**src/sv/two_level_page_table_manager_assert.svh**
```systemverilog
// Assertion macros for the two-level page table manager.
// Used by the top level only; expects i_clk and i_rst_n in the including module.
`ifndef TWO_LEVEL_PAGE_TABLE_MANAGER_ASSERT_SVH
`define TWO_LEVEL_PAGE_TABLE_MANAGER_ASSERT_SVH

// property checked at every clock edge out of reset
`define TPLM_ASSERT(lbl, prop, msg) \
    lbl: assert property (@(posedge i_clk) disable iff (!i_rst_n) prop) else $error(msg);

// antecedent now, consequent in the next cycle
`define TPLM_ASSERT_NEXT(lbl, ante, cons, msg) \
    lbl: assert property (@(posedge i_clk) disable iff (!i_rst_n) (ante) |=> (cons)) \
        else $error(msg);

`endif

```
**src/sv/tplm_pkg.sv**
```systemverilog
// Shared types and constants for the two-level page table manager.
// No dependencies.
package tplm_pkg;

    localparam int TABLE_ENTRIES = 1024;
    localparam int TABLE_SLOTS   = 16;
    localparam int IDX_W         = 10;   // bits of a directory or table index
    localparam int FRAME_W       = 20;   // page frame number bits
    localparam int CNT_W         = 11;   // present count, holds TABLE_ENTRIES

    localparam logic CFG_KSTART = 1'b0;
    localparam logic CFG_KEND   = 1'b1;

    localparam logic [2:0] ST_OK       = 3'd0;
    localparam logic [2:0] ST_KERNEL   = 3'd1;
    localparam logic [2:0] ST_NO_TABLE = 3'd2;
    localparam logic [2:0] ST_NOT_MAP  = 3'd3;
    localparam logic [2:0] ST_NO_ALLOC = 3'd4;

    localparam logic OP_MAP   = 1'b0;
    localparam logic OP_UNMAP = 1'b1;

    typedef enum logic [3:0] {
        S_INIT, S_IDLE, S_KCHK1, S_KCHK2, S_DIR, S_DIRW,
        S_SRCH, S_CLR, S_TRD, S_TRW, S_OUT
    } t_state;

    typedef struct packed {
        logic [31:0] a;
        logic [31:0] b;
        logic        sub;
    } t_alu_req;

    typedef struct packed {
        logic [31:0] res;
        logic        borrow;
    } t_alu_rsp;

endpackage

```
**src/sv/tplm_alu.sv**
```systemverilog
// Shared add/subtract unit: index steps, count updates, kernel range compares.
// Depends on tplm_pkg.
module tplm_alu (
    input  tplm_pkg::t_alu_req i_req,
    output tplm_pkg::t_alu_rsp o_rsp
);

    logic [32:0] sum;

    always_comb begin
        if (i_req.sub) begin
            sum = {1'b0, i_req.a} - {1'b0, i_req.b};
        end else begin
            sum = {1'b0, i_req.a} + {1'b0, i_req.b};
        end
        o_rsp.res    = sum[31:0];
        o_rsp.borrow = sum[32];   // on subtract: a < b
    end

endmodule

```
**config.mk**
```make
export PLATFORM = sky130hd
export DESIGN_NAME = tplm_alu
export DESIGN_NICKNAME = d
export VERILOG_FILES = /design/src/sv/two_level_page_table_manager_assert.svh /design/src/sv/tplm_pkg.sv /design/src/sv/tplm_alu.sv
export SDC_FILE = /design/constraint.sdc
export NUM_CORES = 1
export LEC_CHECK = 0
export BUFFER_PORTS_ARGS = -buffer_cell sky130_fd_sc_hd__buf_2
export CAP_MARGIN = 40
export CORE_MARGIN = 2
export CORE_UTILIZATION = 38
export DETAILED_ROUTE_END_ITERATION = 10
export GPL_TIMING_DRIVEN = 0
export MAX_ROUTING_LAYER = met4
export PLACE_DENSITY_LB_ADDON = 0.15
export SLEW_MARGIN = 20
export SYNTH_ARGS = -nofsm -noshare
export SYNTH_HDL_FRONTEND = slang
export SYNTH_SLANG_ARGS = --single-unit
```
**constraint.sdc**
```tcl
create_clock -name vclk -period 5.95
set_clock_uncertainty 0.05 [all_clocks]
set_input_delay 1.19 -clock vclk [all_inputs]
set_output_delay 1.19 -clock vclk [all_outputs]
set_load 0.03 [all_outputs]
```
==> metrics.cfg <==
[critical_path]
slowest_stage = a221o_2
start_kind = input port
crit_chain = buf_2, nor3_2, and3_1, and2_1, nand2_1, nor2_1, nor2_1, xnor2_1, ha_1, buf_6, nand2_2, or3_4, a221o_2, a21oi_4, a211oi_2, xor2_1, buf_2
cp_max_fo = 8
crit_type = input port to output pin
critPathTopFamily = simple AND/OR/NAND/NOR gates
path_buf_inv = 3
required_ps = 4710
worstPathArrival_ps = 4480
slowest_delay_ps = 450
worstSetupEndpointType = output pin

[floorplanning]
fp-row-count = 30
fp.dieW_um = 86.4
start_util_pct = 38.7
dieHeight_um = 86.4
coreArea_um2 = 6680
die-area_um2 = 7470
io-pin-count = 98

[grt]
grt_pass1_wl_mm = 12.1
overflow = 0
grt_max_degree = 11
grt_usage_pct = 19.7
grt_pass1_vias = 2725
antenna_found_initial = 0

[layout]
regArea_um2 = 0
insertedDiodeCount = 0
area_delta_synth_final_pct = 25.6
fin_nets = 572
fin_area_um2 = 3240
n_clock_buffer = 0
final_layout_size_suffix_gt1_share_pct = 27.8
design.seq.count = 0

[power]
combPwrFrac_pct = 100.0
clock_power_share_pct = 0
switching_share_pct = 63.8
switching_power_w = 0.000416
p_leak_nw = 1.51
vdd.ir_drop.worst_mv = 0.124
seq_power_share_pct = 0
intPower_w = 0.000236
power.density_nw_per_um2 = 201

[sta]
finalHoldViolations = 0
post-route-period-util_pct = 96.2
slew_headroom_pct = 65.8
period_needed_ps = 5720
rsz0062_at_grt = true
tightest_slew_ps = 508
setup_slack_ps = 226
setup_violations = 0
max_freq_ghz = 0.175
slew_violations = 0
whs_ps = 2760

[yosys]
ys_types = 58
yosysSeqAreaShare_pct = 0
synth.top_cell.area_share_pct = 16.0
yosys-top-cells-area = ha_1 16%, xnor2_1 16%, a21oi_1 8.3%
netlist_area_um2 = 2580
synth_common_cells = 46 x xnor2_1, 43 x a21oi_1, 42 x nor2_1
synth_area_leader_cell = ha_1
synth.most_common_cell = xnor2_1
ys_warn_count = 0
syn_nets = 472
synth.avg_cell_area_um2 = 6.92
synth_cells = 373

[drt]
wl_mm = 7.80
vias_per_cell = 5.40
wl_per_cell_um = 14.2
vias = 2977
ant_nets = 0
drtPass1Iterations = 5
remaining_drc_errors = 0
drt_iter0_markers = 120

[placed_design]
dpl_worst_slack_ps = 13.5
detailed_place_hpwl_mm = 6.63
placed_area_um2 = 3170
gp_congestion = 0.913
numPortBuffers = 98

[status]
status = completed

[clocking]
post-cts-setup-buffers = 0

[worst_hold_path]
hold_class = input port to output pin

[job]
cap_violations = 0

-- cell usage in the layout (no fill, tap or decap), types with 9 or more instances in the layout --
cell,synthesis,final
a21oi_1,43,43
ha_1,33,33
a21o_1,14,14
xor2_1,13,13
nor3_1,12,11
nor2_1,42,42
inv_1,14,14
nand2_1,26,26
nand4_1,9,9
xnor2_1,46,46
buf_2,3,100
o21ai_0,14,14
-- tightest hold or removal path, delay by kind of cell --
family / cells / cell delay (ps)
adder cells (fa/ha/maj): 1 / 130
buffers and inverters: 3 / 290
-- final timing paths --
check  startpoint       end  slack [ps]  cells past startpoint
min      i_req[1]  o_rsp[1]        2760                      4
max      i_req[5]  o_rsp[0]         230                     17
-- layer usage --
metal  track usage [%]  wire length [um]  share of wire [%]
met5                 -                 0                  0
met4              2.70               104                1.3
met3             0.476               291                3.7
met2              33.2              3590                 46
met1              27.1              3810                 49
-- logic make-up after synthesis --
logic type | Yosys count | synth area share, %
AO/OA/AOI/OAI | 122 | 32.4
XOR/XNOR | 59 | 20.0
adder cells (fa/ha/maj) | 34 | 16.8
buffers and inverters | 25 | 4.94
multiplexers | 1 | 0.388
AND/OR/NAND/NOR | 132 | 25.5
-- layout make-up --
class                           count  area, um^2
Fill cell                         701        3440
Tap cell                           80         100
Buffer                             11        75.1
Multi-Input combinational cell    348        2520
Inverter                           14        52.6
Timing Repair Buffer               98         493
-- repair_timing --
action / CTS / global route
hold buffers: 0 / 0
gates resized for setup: 0 / 11
endpoints found under the setup margin: 0 / 9
-- power groups by stage --
| stage | logic [W] | registers [W] | clock network, W |
|---|---|---|---|
| final | 0.000652 | 0 | 0 |
| after global routing | 0.000707 | 0 | 0 |
| after CTS | 0.000638 | 0 | 0 |
| after detailed placement | 0.000635 | 0 | 0 |
| after global placement | 0.000632 | 0 | 0 |
| after floorplan | 0.000476 | 0 | 0 |
-- through the flow --
step,TNS (ps),utilization (%),cells,total power (W)
finish,0,48.5,551,0.000652
global route,-29.1,48.5,551,0.000707
CTS,0,47.5,551,0.000638
detailed placement,0,47.5,551,0.000635
global placement,-8.22,47.5,551,0.000632
floorplan,0,-,373,0.000476
No activity file was read; power rests on OpenSTA's default activity.
