File: config.mk
export PLATFORM = sky130hd
export DESIGN_NAME = tplm_ram
export DESIGN_NICKNAME = d
export VERILOG_FILES = /design/src/sv/two_level_page_table_manager_assert.svh /design/src/sv/tplm_ram.sv
export SDC_FILE = /design/constraint.sdc
export NUM_CORES = 1
export LEC_CHECK = 0
export BUFFER_PORTS_ARGS = -buffer_cell sky130_fd_sc_hd__buf_4
export CORE_MARGIN = 8
export CORE_UTILIZATION = 46
export DETAILED_ROUTE_END_ITERATION = 8
export GPL_ROUTABILITY_DRIVEN = 1
export HOLD_SLACK_MARGIN = 0.08
export PLACE_DENSITY_LB_ADDON = 0.25
export SETUP_SLACK_MARGIN = 0.4
export SYNTH_ARGS = -nofsm -noshare
export SYNTH_HDL_FRONTEND = slang
export SYNTH_SLANG_ARGS = --single-unit
File: constraint.sdc
create_clock -name i_clk -period 1.6 [get_ports i_clk]
set_input_delay 0.24 -clock i_clk [delete_from_list [all_inputs] [get_ports i_clk]]
set_output_delay 0.24 -clock i_clk [all_outputs]
set_load 0.005 [all_outputs]
File: src/sv/two_level_page_table_manager_assert.svh
// Assertion macros for the two-level page table manager.
// Used by the top level only; expects i_clk and i_rst_n in the including module.
`ifndef TWO_LEVEL_PAGE_TABLE_MANAGER_ASSERT_SVH
`define TWO_LEVEL_PAGE_TABLE_MANAGER_ASSERT_SVH

// property checked at every clock edge out of reset
`define TPLM_ASSERT(lbl, prop, msg) \
    lbl: assert property (@(posedge i_clk) disable iff (!i_rst_n) prop) else $error(msg);

// antecedent now, consequent in the next cycle
`define TPLM_ASSERT_NEXT(lbl, ante, cons, msg) \
    lbl: assert property (@(posedge i_clk) disable iff (!i_rst_n) (ante) |=> (cons)) \
        else $error(msg);

`endif

File: src/sv/tplm_ram.sv
// Generic single-write, single-read RAM with registered read data.
// No dependencies.
module tplm_ram #(
    parameter int WIDTH = 8,
    parameter int DEPTH = 16
) (
    input  logic                     i_clk,
    input  logic                     i_we,
    input  logic [$clog2(DEPTH)-1:0] i_waddr,
    input  logic [WIDTH-1:0]         i_wdata,
    input  logic [$clog2(DEPTH)-1:0] i_raddr,
    output logic [WIDTH-1:0]         o_rdata
);

    logic [WIDTH-1:0] r_mem [DEPTH];
    logic [WIDTH-1:0] r_rdata;

    always_ff @(posedge i_clk) begin
        if (i_we) begin
            r_mem[i_waddr] <= i_wdata;
        end
        r_rdata <= r_mem[i_raddr];
    end

    assign o_rdata = r_rdata;

endmodule

==> results by group, run 1 <==
STA
  – Final Hold Fails: 0
  – Fin crit share: between 70% and 80%
  – RSZ-0062 raised after global routing: yes
  – Final setup fails: 0
  – Max Transition Viols Final: 0
  – Clock period minus worst slack: 1.27 ns
  – Worst-Margin Slew: between 1 and 1.5 ns
  – Max Freq: 0.787 GHz
  – Worst hold slack: 0.232 ns
  – Slew HR: 33.1%
  – Clock skew: 0.00969 ns

Logic synthesis
  – Mapped cell area: 0.00515 mm²
  – Synth Area in Compound Gates: 2.33%
  – Cells after Synth: 229
  – EDFF count, synth: 128
  – Mapped Nets: 247
  – Mux cell area share after synthesis: 15.0%
  – Ys async rst share: 0%
  – Post-synth cell types: 19
  – Syn avg cell area: 22.5 µm²
  – Syn. warnings: 0
  – Synth Area in Adders: 0%
  – Sequential share of the synthesized area: 77.8%
  – Primary FF master, synth: edfxtp_1
  – Simple-gate portion of the synthesized area: under 10%
  – Number of synthesized register bits: 136
  – Largest family of logic cells by synthesized area: multiplexers
  – Post-Synth XOR/XNOR Area: 0%

Pwr
  – Tot Pwr: 8020 µW
  – Leakage power: 0.00210 µW
  – VDD IR max: 0.000572 V
  – Power per cell area: roughly 1300 mW/mm²

Die
  – Core ar.: 0.0109 mm²
  – Die area: ~0.015 mm²
  – Die Wd: 122 µm
  – Effective utilization at floorplan: between 40% and 50%
  – I/O pins: 26
  – Row cnt: 38
  – Chip height: 122 µm

Final layout
  – Storage cell area: 0.00401 mm²
  – Layout fillers: around 800
  – Commonest non-fill, non-tap cell in the layout: edfxtp_1
  – Finished Cell Area: 0.00636 mm²
  – Leading cell types in the layout, fill and taps excluded: edfxtp_1 (128), buf_4 (34), mux4_2 (32)
  – Non-Filler Instances: 445
  – Final #Nets: 310
  – Diodes inserted: 0
  – Multi-input logic area: 0.00111 mm²
  – Share of cells above drive strength 1: 45.2%
  – P&R area growth vs syn: 23.5%

Worst setup path
  – CP required: 1.99 ns
  – R2R Path Start: r_mem[11][7]$_DFFE_PP_
  – Worst Setup Start Kind: flip-flop
  – Worst Setup Path Type: reg -> reg
  – WP data arrival: 1.66 ns
  – CP Capture Type: flip-flop
  – Crit Path Max Fanout: 1
  – End of the critical path: o_rdata[7]$_DFF_P_
  – R2R cell count: 3
  – R2R Setup Slk: about 0.33 ns
  – First element of the critical path: r_mem[11][7]$_DFFE_PP_
  – Worst r2r dst: o_rdata[7]$_DFF_P_

Outcome
  – Status: completed

CTS
  – Setup Fix Bufs, Post-CTS: 0
  – Htree depth: 4
  – Worst-Skew Late Latency: between 0.5 and 0.6 ns
  – Root Driver: clkbuf_8
  – Clk slew on worst S/H paths: 0.07 ns
  – CTS tree: built
  – Worst-case clock buffer depth: 2
  – Sink Count: 136
  – CTS Buf Count: 17

Routing
  – Antenna viol nets, final: 0
  – Via Count: roughly 2,500
  – Via-per-instance ratio: roughly 5.6
  – Drt drc: 0
  – Routed len/inst: 23.1 µm
  – Drt first pass iters: 5
  – First DRT Iteration DRCs: 179
  – Drt total wl: a little over 10 mm

GRT
  – First-pass GRT wire length: about 16 mm
  – Vias in the first global route: approximately 2,600
  – Gr usage total: 15.1%
  – Grt total ovfl: 0
  – Largest net degree at the start of global routing: 19
  – Initial antenna violation count: 0

Hold path
  – Class of the worst hold path: in -> reg

Flow run
  – Max_cap viols: 0

Placement
  – Placed cells: 405
  – DPL Wire Length: around 6.5 mm
  – Placement Cell Area: 0.00566 mm²
  – Placer Congestion: 0.724
  – Port buffer count: 25
-- critical path, stage by stage (launching register included) --
cell and delay, ns:
edfxtp_1 0.37, mux4_2 0.49, a22oi_2 0.20, nand2_1 0.08
-- power by group --
part | total, µW | internal (µW) | switching (µW)
clock network | 3540 | 1960 | 1580
registers | 4020 | 3990 | 31.9
logic | 462 | 236 | 227
total | 8020 | 6180 | 1830
-- layer usage --
metal  GRT usage (%)  vias to the layer above  wire length, µm
met2            23.7                      110             5140
met4            6.32                        0              119
met1            19.8                     1267             4350
met5               0                        -                0
met3            3.56                        8              685
li1                -                     1088                -
-- flip-flops by register name, indices dropped and copies added, names as in the netlist --
name / count
o_rdata: 8
r_mem: 128
-- how the worst min path moves through the flow --
stage / from / endpoint / slack (ns) / cells past startpoint
5_1_grt: i_waddr[1] / r_mem[0][1]$_DFFE_PP_ / 0.22 / 3
3_3_place_gp: i_wdata[4] / r_mem[2][4]$_DFFE_PP_ / 0.55 / 1
4_1_cts: i_waddr[1] / r_mem[0][1]$_DFFE_PP_ / 0.21 / 3
6_report: i_waddr[1] / r_mem[0][0]$_DFFE_PP_ / 0.23 / 3
2_1_floorplan: i_wdata[0] / r_mem[0][0]$_DFFE_PP_ / 0.34 / 0
3_5_place_dp: i_wdata[5] / r_mem[3][5]$_DFFE_PP_ / 0.56 / 1
-- cell type report --
cell class,instances,area share [%]
clock inverters,15,2.11
flip-flops and latches,136,63.1
well taps,140,2.75
multi-input cells,83,17.4
clock buffers,17,6.51
repair buffers,54,8.09
-- through the flow --
step / setup WS (ns) / TNS [ns] / util, %
2_1_floorplan: 0.227 / 0 / -
3_3_place_gp: 0.00889 / 0 / 52.0
3_5_place_dp: -0.0289 / -0.0289 / 52.0
4_1_cts: 0.325 / 0 / 58.4
5_1_grt: 0.275 / 0 / 58.4
6_report: 0.330 / 0 / 58.4
-- cell families (layout without fill, tap and decap cells) --
family          after synthesis  after routing
flops                       136            136
simple gates                 35             35
mux                          32             32
compound gates               16             16
buf+inv                      10             86
-- timing repair --
action | 4_1_cts | 5_1_grt
endpoints found under the setup margin | 14 | 16
hold buffers | 8 | 0
pin swaps | 2 | 3
hold endpoints to repair | 128 | 0
gates resized for setup | 21 | 2
-- Yosys cell counts, drive strengths merged, types with 2 or more instances --
master / number / share of area (%)
nand2b: 2 / 0.24
nand2: 9 / 0.66
nor2: 13 / 0.95
clkdlybuf4s25: 3 / 0.58
mux4: 32 / 15
nand3b: 2 / 0.29
a22oi: 16 / 2.3
buf: 7 / 1.1
dfxtp: 8 / 3.1
edfxtp: 128 / 75
nor3: 4 / 0.39
Power figures use the tool's default switching activity.
==> run 2, diff against run 1 <==
==> constraint.sdc (replaced) <==
create_clock -name i_clk -period 1.16 [get_ports i_clk]
set_input_delay 0.174 -clock i_clk [delete_from_list [all_inputs] [get_ports i_clk]]
set_output_delay 0.174 -clock i_clk [all_outputs]
set_load 0.005 [all_outputs]
==> results by group, run 2 (same netlist as run 1, synthesis figures left out) <==
Outcome
  – Status: complete, but fails checks (was completed)
  – Failing checks: negative setup slack

Final layout
  – Commonest non-fill, non-tap cell in the layout: edfxtp_1 (unchanged)
  – Share of cells above drive strength 1: 49.2% (was 45.2%)
  – Diodes inserted: 0 (unchanged)
  – Layout fillers: 765 (was 799)
  – Final #Nets: 324 (was 310)
  – Largest register FFs: 128 (unchanged)
  – Storage cell area: 0.00402 mm² (was 0.00401 mm²)
  – Non-Filler Instances: 459 (was 445)
  – Multi-input logic area: 0.00121 mm² (was 0.00111 mm²)
  – Leading cell types in the layout, fill and taps excluded: edfxtp_1 (128), mux4_2 (32), buf_4 (24) (was edfxtp_1 (128), buf_4 (34), mux4_2 (32))
  – P&R area growth vs syn: 32.5% (was 23.5%)
  – Largest Register: r_mem (unchanged)

STA
  – Max Freq: 0.786 GHz (was 0.787 GHz)
  – Clock period minus worst slack: 1.27 ns (about the same)
  – Max Transition Viols Final: 0 (unchanged)
  – PnR worst setup slack: -0.112 ns (was 0.330 ns)
  – Final setup fails: 8 (was 0)
  – Slew HR: 38.4% (was 33.1%)
  – Fin crit share: 110% (was 79.4%)
  – Worst hold slack: 0.201 ns (was 0.232 ns)
  – Final Hold Fails: 0 (unchanged)
  – Worst-Margin Slew: 0.921 ns (was 1.00 ns)
  – Clock skew: 0.00976 ns (was 0.00969 ns)
  – RSZ-0062 raised after global routing: yes (unchanged)

GRT
  – Vias in the first global route: 2,682 (was 2,639)
  – Grt total ovfl: 0 (unchanged)
  – Met2 Use GR: 23.7% (about the same)
  – Initial antenna violation count: 0 (unchanged)
  – First-pass GRT wire length: 16.1 mm (was 15.9 mm)
  – Largest net degree at the start of global routing: 21 (was 19)
  – Gr usage total: 15.1% (about the same)
  – Met1 Use GR: 20.3% (was 19.8%)
  – Grt met3 use: 3.84% (was 3.56%)
  – GRT Max-Usage Layer: met2 (unchanged)

Worst setup path
  – WP data arrival: 1.66 ns (about the same)
  – Crit-path cells: mux4_2 > a22oi_1 > nand2_1 (was mux4_2 > a22oi_2 > nand2_1)
  – CP required: 1.54 ns (was 1.99 ns)
  – Slowest-stage cell, CP: mux4_2 (unchanged)
  – Crit path buffers/inverters: 0 (unchanged)
  – Crit-path leading delay family: multiplexers (unchanged)
  – Slowest Stage Delay on Critical Path: 0.49 ns (about the same)
  – Worst Setup Start Kind: flip-flop (unchanged)
  – Crit Path Max Fanout: 1 (unchanged)
  – CP Capture Type: flip-flop (unchanged)
  – Worst Setup Path Type: reg -> reg (unchanged)

Die
  – Die area: 0.0148 mm² (unchanged)
  – Chip height: 122 µm (unchanged)
  – I/O pins: 26 (unchanged)
  – Effective utilization at floorplan: 47.3% (unchanged)
  – Die Wd: 122 µm (unchanged)
  – Core ar.: 0.0109 mm² (unchanged)
  – Row cnt: 38 (unchanged)

CTS
  – Sink Count: 136 (unchanged)
  – CTS tree: built (unchanged)
  – Htree depth: 4 (unchanged)
  – Root Driver: clkbuf_8 (unchanged)
  – Worst-case clock buffer depth: 2 (unchanged)
  – Clk slew on worst S/H paths: 0.06 ns (was 0.07 ns)
  – Worst-Skew Late Latency: 0.51 ns (about the same)
  – CTS Buf Count: 17 (unchanged)

Routing
  – Antenna viol nets, final: 0 (unchanged)
  – Routed len/inst: 22.2 µm (was 23.1 µm)
  – Drt total wl: 10.2 mm (was 10.3 mm)
  – Drt drc: 0 (unchanged)
  – Via Count: 2,507 (was 2,473)
  – First DRT Iteration DRCs: 144 (was 179)
  – Drt first pass iters: 4 (was 5)
  – Via-per-instance ratio: 5.46 (was 5.56)

Placement
  – Port buffer count: 25 (unchanged)
  – Placer Congestion: 0.698 (was 0.724)
  – DPL Wire Length: 6.73 mm (was 6.51 mm)
  – Placed cells: 417 (was 405)
  – Place WS: -0.395 ns (was -0.0289 ns)

Pwr
  – Power per cell area: 1660 mW/mm² (was 1260 mW/mm²)
  – VDD IR max: 0.000823 V (was 0.000572 V)
  – Leakage power: 0.00226 µW (was 0.00210 µW)

Hold path
  – Class of the worst hold path: in -> reg (unchanged)

Flow run
  – Max_cap viols: 0 (unchanged)
==> run 2: changes by cell type in the layout (fill, tap and decap cells not counted), moves of 4 or more <==
cell and change:
nor2_1 -4, nor2_4 +9, buf_12 +16, buf_4 -10, nor2_2 -5, buf_6 +6
==> run 2: area by class of cell <==
type                    instances  share of cell area [%]
clock buffers                  18                    6.13
repair buffers                 68                    12.6
well taps                     140                    2.57
multi-input cells              83                    17.7
clock inverters                14                    2.18
flip-flops and latches        136                    58.9
==> run 2: worst reg2reg max path, cell delays in order (launching register included) <==
cell	delay, ns
edfxtp_1	0.39
mux4_2	0.50
a22oi_1	0.20
nand2_1	0.07
==> run 2: per-layer routing <==
layer / share of wire [%] / routed length [µm]
met1: 43 / 4430
met2: 50 / 5110
met3: 5.6 / 576
met4: 0.75 / 76
met5: 0 / 0
==> run 2: path summary, 6_finish.rpt <==
| kind | startpoint | endpoint | slack (ns) | cells past startpoint |
|---|---|---|---|---|
| worst max-delay path | r_mem[15][1]$_DFFE_PP_ | o_rdata[1]$_DFF_P_ | -0.11 | 3 |
| worst min-delay path | i_waddr[0] | r_mem[4][0]$_DFFE_PP_ | 0.20 | 3 |
| worst max register to register | r_mem[15][1]$_DFFE_PP_ | o_rdata[1]$_DFF_P_ | -0.11 | 3 |
| worst min register to register | r_mem[14][3]$_DFFE_PP_ | o_rdata[3]$_DFF_P_ | 0.67 | 3 |
==> run 2: report_power, final <==
| part | internal (µW) | switching [µW] |
|---|---|---|
| logic | 393 | 349 |
| clock network | 3070 | 1980 |
| registers | 5500 | 47.4 |
==> run 2: what timing repair did <==
item / CTS / global route
setup endpoints to repair: 99 / 86
resized for setup: 31 / 7
endpoints found under the hold margin: 128 / 0
buffers inserted: 1 / 1
hold buffers: 8 / 0
gates cloned: 0 / 0
pin swaps: 6 / 4
==> run 2: metrics by stage <==
step	power (µW)	cell area (µm²)	utilization (%)	TNS, ns
floorplan	5960	5280	-	-3.21
global placement	6290	6020	55.3	-20.02
detailed placement	6310	6020	55.3	-21.15
CTS	11400	6790	62.4	-0.697
global route	11700	6820	62.7	-1.25
finish	11300	6820	62.7	-0.699
==> run 3, diff against run 2 <==
--- a/config.mk
+++ b/config.mk
@@ -6,7 +6,6 @@
 export NUM_CORES = 1
 export LEC_CHECK = 0
 export BUFFER_PORTS_ARGS = -buffer_cell sky130_fd_sc_hd__buf_4
-export CORE_MARGIN = 8
 export CORE_UTILIZATION = 46
 export DETAILED_ROUTE_END_ITERATION = 8
 export GPL_ROUTABILITY_DRIVEN = 1
==> results by group, run 3 (same netlist as run 1, synthesis figures left out) <==
GRT
  – Vias in the first global route: 2,614 (was 2,682)
  – Gr usage total: 18.8% (was 15.1%)
  – GRT Max-Usage Layer: met2 (unchanged)
  – Grt met3 use: 6.36% (was 3.84%)
  – Met2 Use GR: 30.5% (was 23.7%)
  – Initial antenna violation count: 0 (unchanged)
  – First-pass GRT wire length: 14.7 mm (was 16.1 mm)
  – Met1 Use GR: 23.9% (was 20.3%)
  – Largest net degree at the start of global routing: 17 (was 21)
  – Grt total ovfl: 0 (unchanged)

Final layout
  – Leading cell types in the layout, fill and taps excluded: edfxtp_1 (128), mux4_2 (32), buf_12 (22) (was edfxtp_1 (128), mux4_2 (32), buf_4 (24))
  – Final #Nets: 323 (was 324)
  – Share of cells above drive strength 1: 50.9% (was 49.2%)
  – Diodes inserted: 0 (unchanged)
  – Finished Cell Area: 0.00689 mm² (was 0.00682 mm²)
  – Commonest non-fill, non-tap cell in the layout: edfxtp_1 (unchanged)
  – Largest register FFs: 128 (unchanged)
  – Largest Register: r_mem (unchanged)
  – P&R area growth vs syn: 33.9% (was 32.5%)

CTS
  – Worst-Skew Late Latency: 0.52 ns (was 0.51 ns)
  – CTS Buf Count: 17 (unchanged)
  – Root Driver: clkbuf_8 (unchanged)
  – Sink Count: 136 (unchanged)
  – Clk slew on worst S/H paths: 0.06 ns (about the same)
  – CTS tree: built (unchanged)
  – Htree depth: 4 (unchanged)
  – Worst-case clock buffer depth: 2 (unchanged)

Worst setup path
  – Crit Path Max Fanout: 1 (unchanged)
  – CP required: 1.55 ns (was 1.54 ns)
  – CP Capture Type: flip-flop (unchanged)
  – Worst Setup Start Kind: flip-flop (unchanged)
  – WP data arrival: 1.66 ns (about the same)
  – R2R cell count: 3 (unchanged)
  – Worst Setup Path Type: reg -> reg (unchanged)

STA
  – Max Freq: 0.784 GHz (was 0.786 GHz)
  – PnR worst setup slack: -0.116 ns (was -0.112 ns)
  – RSZ-0062 raised after global routing: yes (unchanged)
  – Final setup fails: 8 (unchanged)
  – Fin crit share: 110% (about the same)
  – Max Transition Viols Final: 0 (unchanged)
  – Slew HR: 36.9% (was 38.4%)
  – Worst-Margin Slew: 0.944 ns (was 0.921 ns)
  – Clock period minus worst slack: 1.28 ns (was 1.27 ns)
  – Worst hold slack: 0.207 ns (was 0.201 ns)
  – Clock skew: 0.00659 ns (was 0.00976 ns)
  – Final Hold Fails: 0 (unchanged)
  – Setup TNS: -0.675 ns (was -0.699 ns)

Hold path
  – Worst hold path depth: 3 (unchanged)
  – Class of the worst hold path: in -> reg (unchanged)

Routing
  – Drt total wl: 9.52 mm (was 10.2 mm)
  – Drt drc: 0 (unchanged)
  – Via-per-instance ratio: 5.37 (was 5.46)
  – Routed len/inst: 20.8 µm (was 22.2 µm)
  – First DRT Iteration DRCs: 187 (was 144)
  – Via Count: 2,461 (was 2,507)
  – Drt first pass iters: 4 (unchanged)
  – Antenna viol nets, final: 0 (unchanged)

Die
  – Chip height: 108 µm (was 122 µm)
  – Die Wd: 108 µm (was 122 µm)
  – Die area: 0.0116 mm² (was 0.0148 mm²)
  – Row cnt: 38 (unchanged)
  – I/O pins: 26 (unchanged)
  – Core ar.: 0.0109 mm² (unchanged)
  – Effective utilization at floorplan: 47.3% (unchanged)

Placement
  – DPL Wire Length: 6.06 mm (was 6.73 mm)
  – Port buffer count: 25 (unchanged)
  – Placer Congestion: 0.709 (was 0.698)
  – Placement Cell Area: 0.00601 mm² (was 0.00602 mm²)

Outcome
  – Failing checks: negative setup slack (unchanged)
  – Status: complete, but fails checks (unchanged)

Pwr
  – Leakage power: 0.00229 µW (was 0.00226 µW)
  – VDD IR max: 0.00113 V (was 0.000823 V)
  – Power per cell area: 1730 mW/mm² (was 1660 mW/mm²)

Flow run
  – Max_cap viols: 0 (unchanged)
run 3: changes by cell type in the layout (fill, tap and decap cells not counted), moves of 2 or more:
cell / change
buf_6: +3
clkinv_2: -2
bufinv_16: +2
buf_8: -2
a22oi_1: -3
inv_6: +2
buf_4: -3
a22oi_2: +3
dfxtp_2: +2
run 3: final timing paths:
path | start | end | slack, ns
max | r_mem[0][5]$_DFFE_PP_ | o_rdata[5]$_DFF_P_ | -0.12
min | i_waddr[1] | r_mem[12][6]$_DFFE_PP_ | 0.21
max reg2reg | r_mem[0][5]$_DFFE_PP_ | o_rdata[5]$_DFF_P_ | -0.12
min reg2reg | r_mem[14][1]$_DFFE_PP_ | o_rdata[1]$_DFF_P_ | 0.67
run 3: per-stage QoR:
step                power (µW)  cells  utilization [%]  setup WS, ns
floorplan                 5960    229                -        -0.117
global placement          6280    415             55.2        -0.340
detailed placement        6290    415             55.2        -0.343
CTS                      11900    456             62.4        -0.108
global route             12300    458             63.3        -0.130
finish                   11900    458             63.3        -0.116
run 3: routing by layer:
metal	share of wire (%)	up-vias
met4	0.83	0
met5	0	-
met2	52	53
li1	-	1118
met3	3.3	5
met1	44	1285
run 3: layout make-up:
class,count,area (µm²)
multi-input combinational,83,1220
clock buffer,17,414
tap,140,175
timing repair buffer,67,858
fill,732,4000
clock inverter,15,213
sequential,136,4010
run 3: repair_timing:
item | CTS | global route
setup buffers | 1 | 2
endpoints found under the hold margin | 128 | 0
setup endpoints to repair | 73 | 67
gates resized for setup | 21 | 18
hold buffers | 8 | 0
pin swaps | 3 | 7
run 3: power breakdown:
group          internal (µW)  leakage (µW)  total, µW  switching, µW
combinational            398      0.000770        743            346
clock                   3540      0.000297       5610           2070
sequential              5500       0.00122       5540           41.3
run 3: worst max-delay path, stage by stage (launching register included):
cell	delay [ns]
edfxtp_1	0.37
mux4_2	0.47
a22oi_2	0.21
nand2_1	0.10
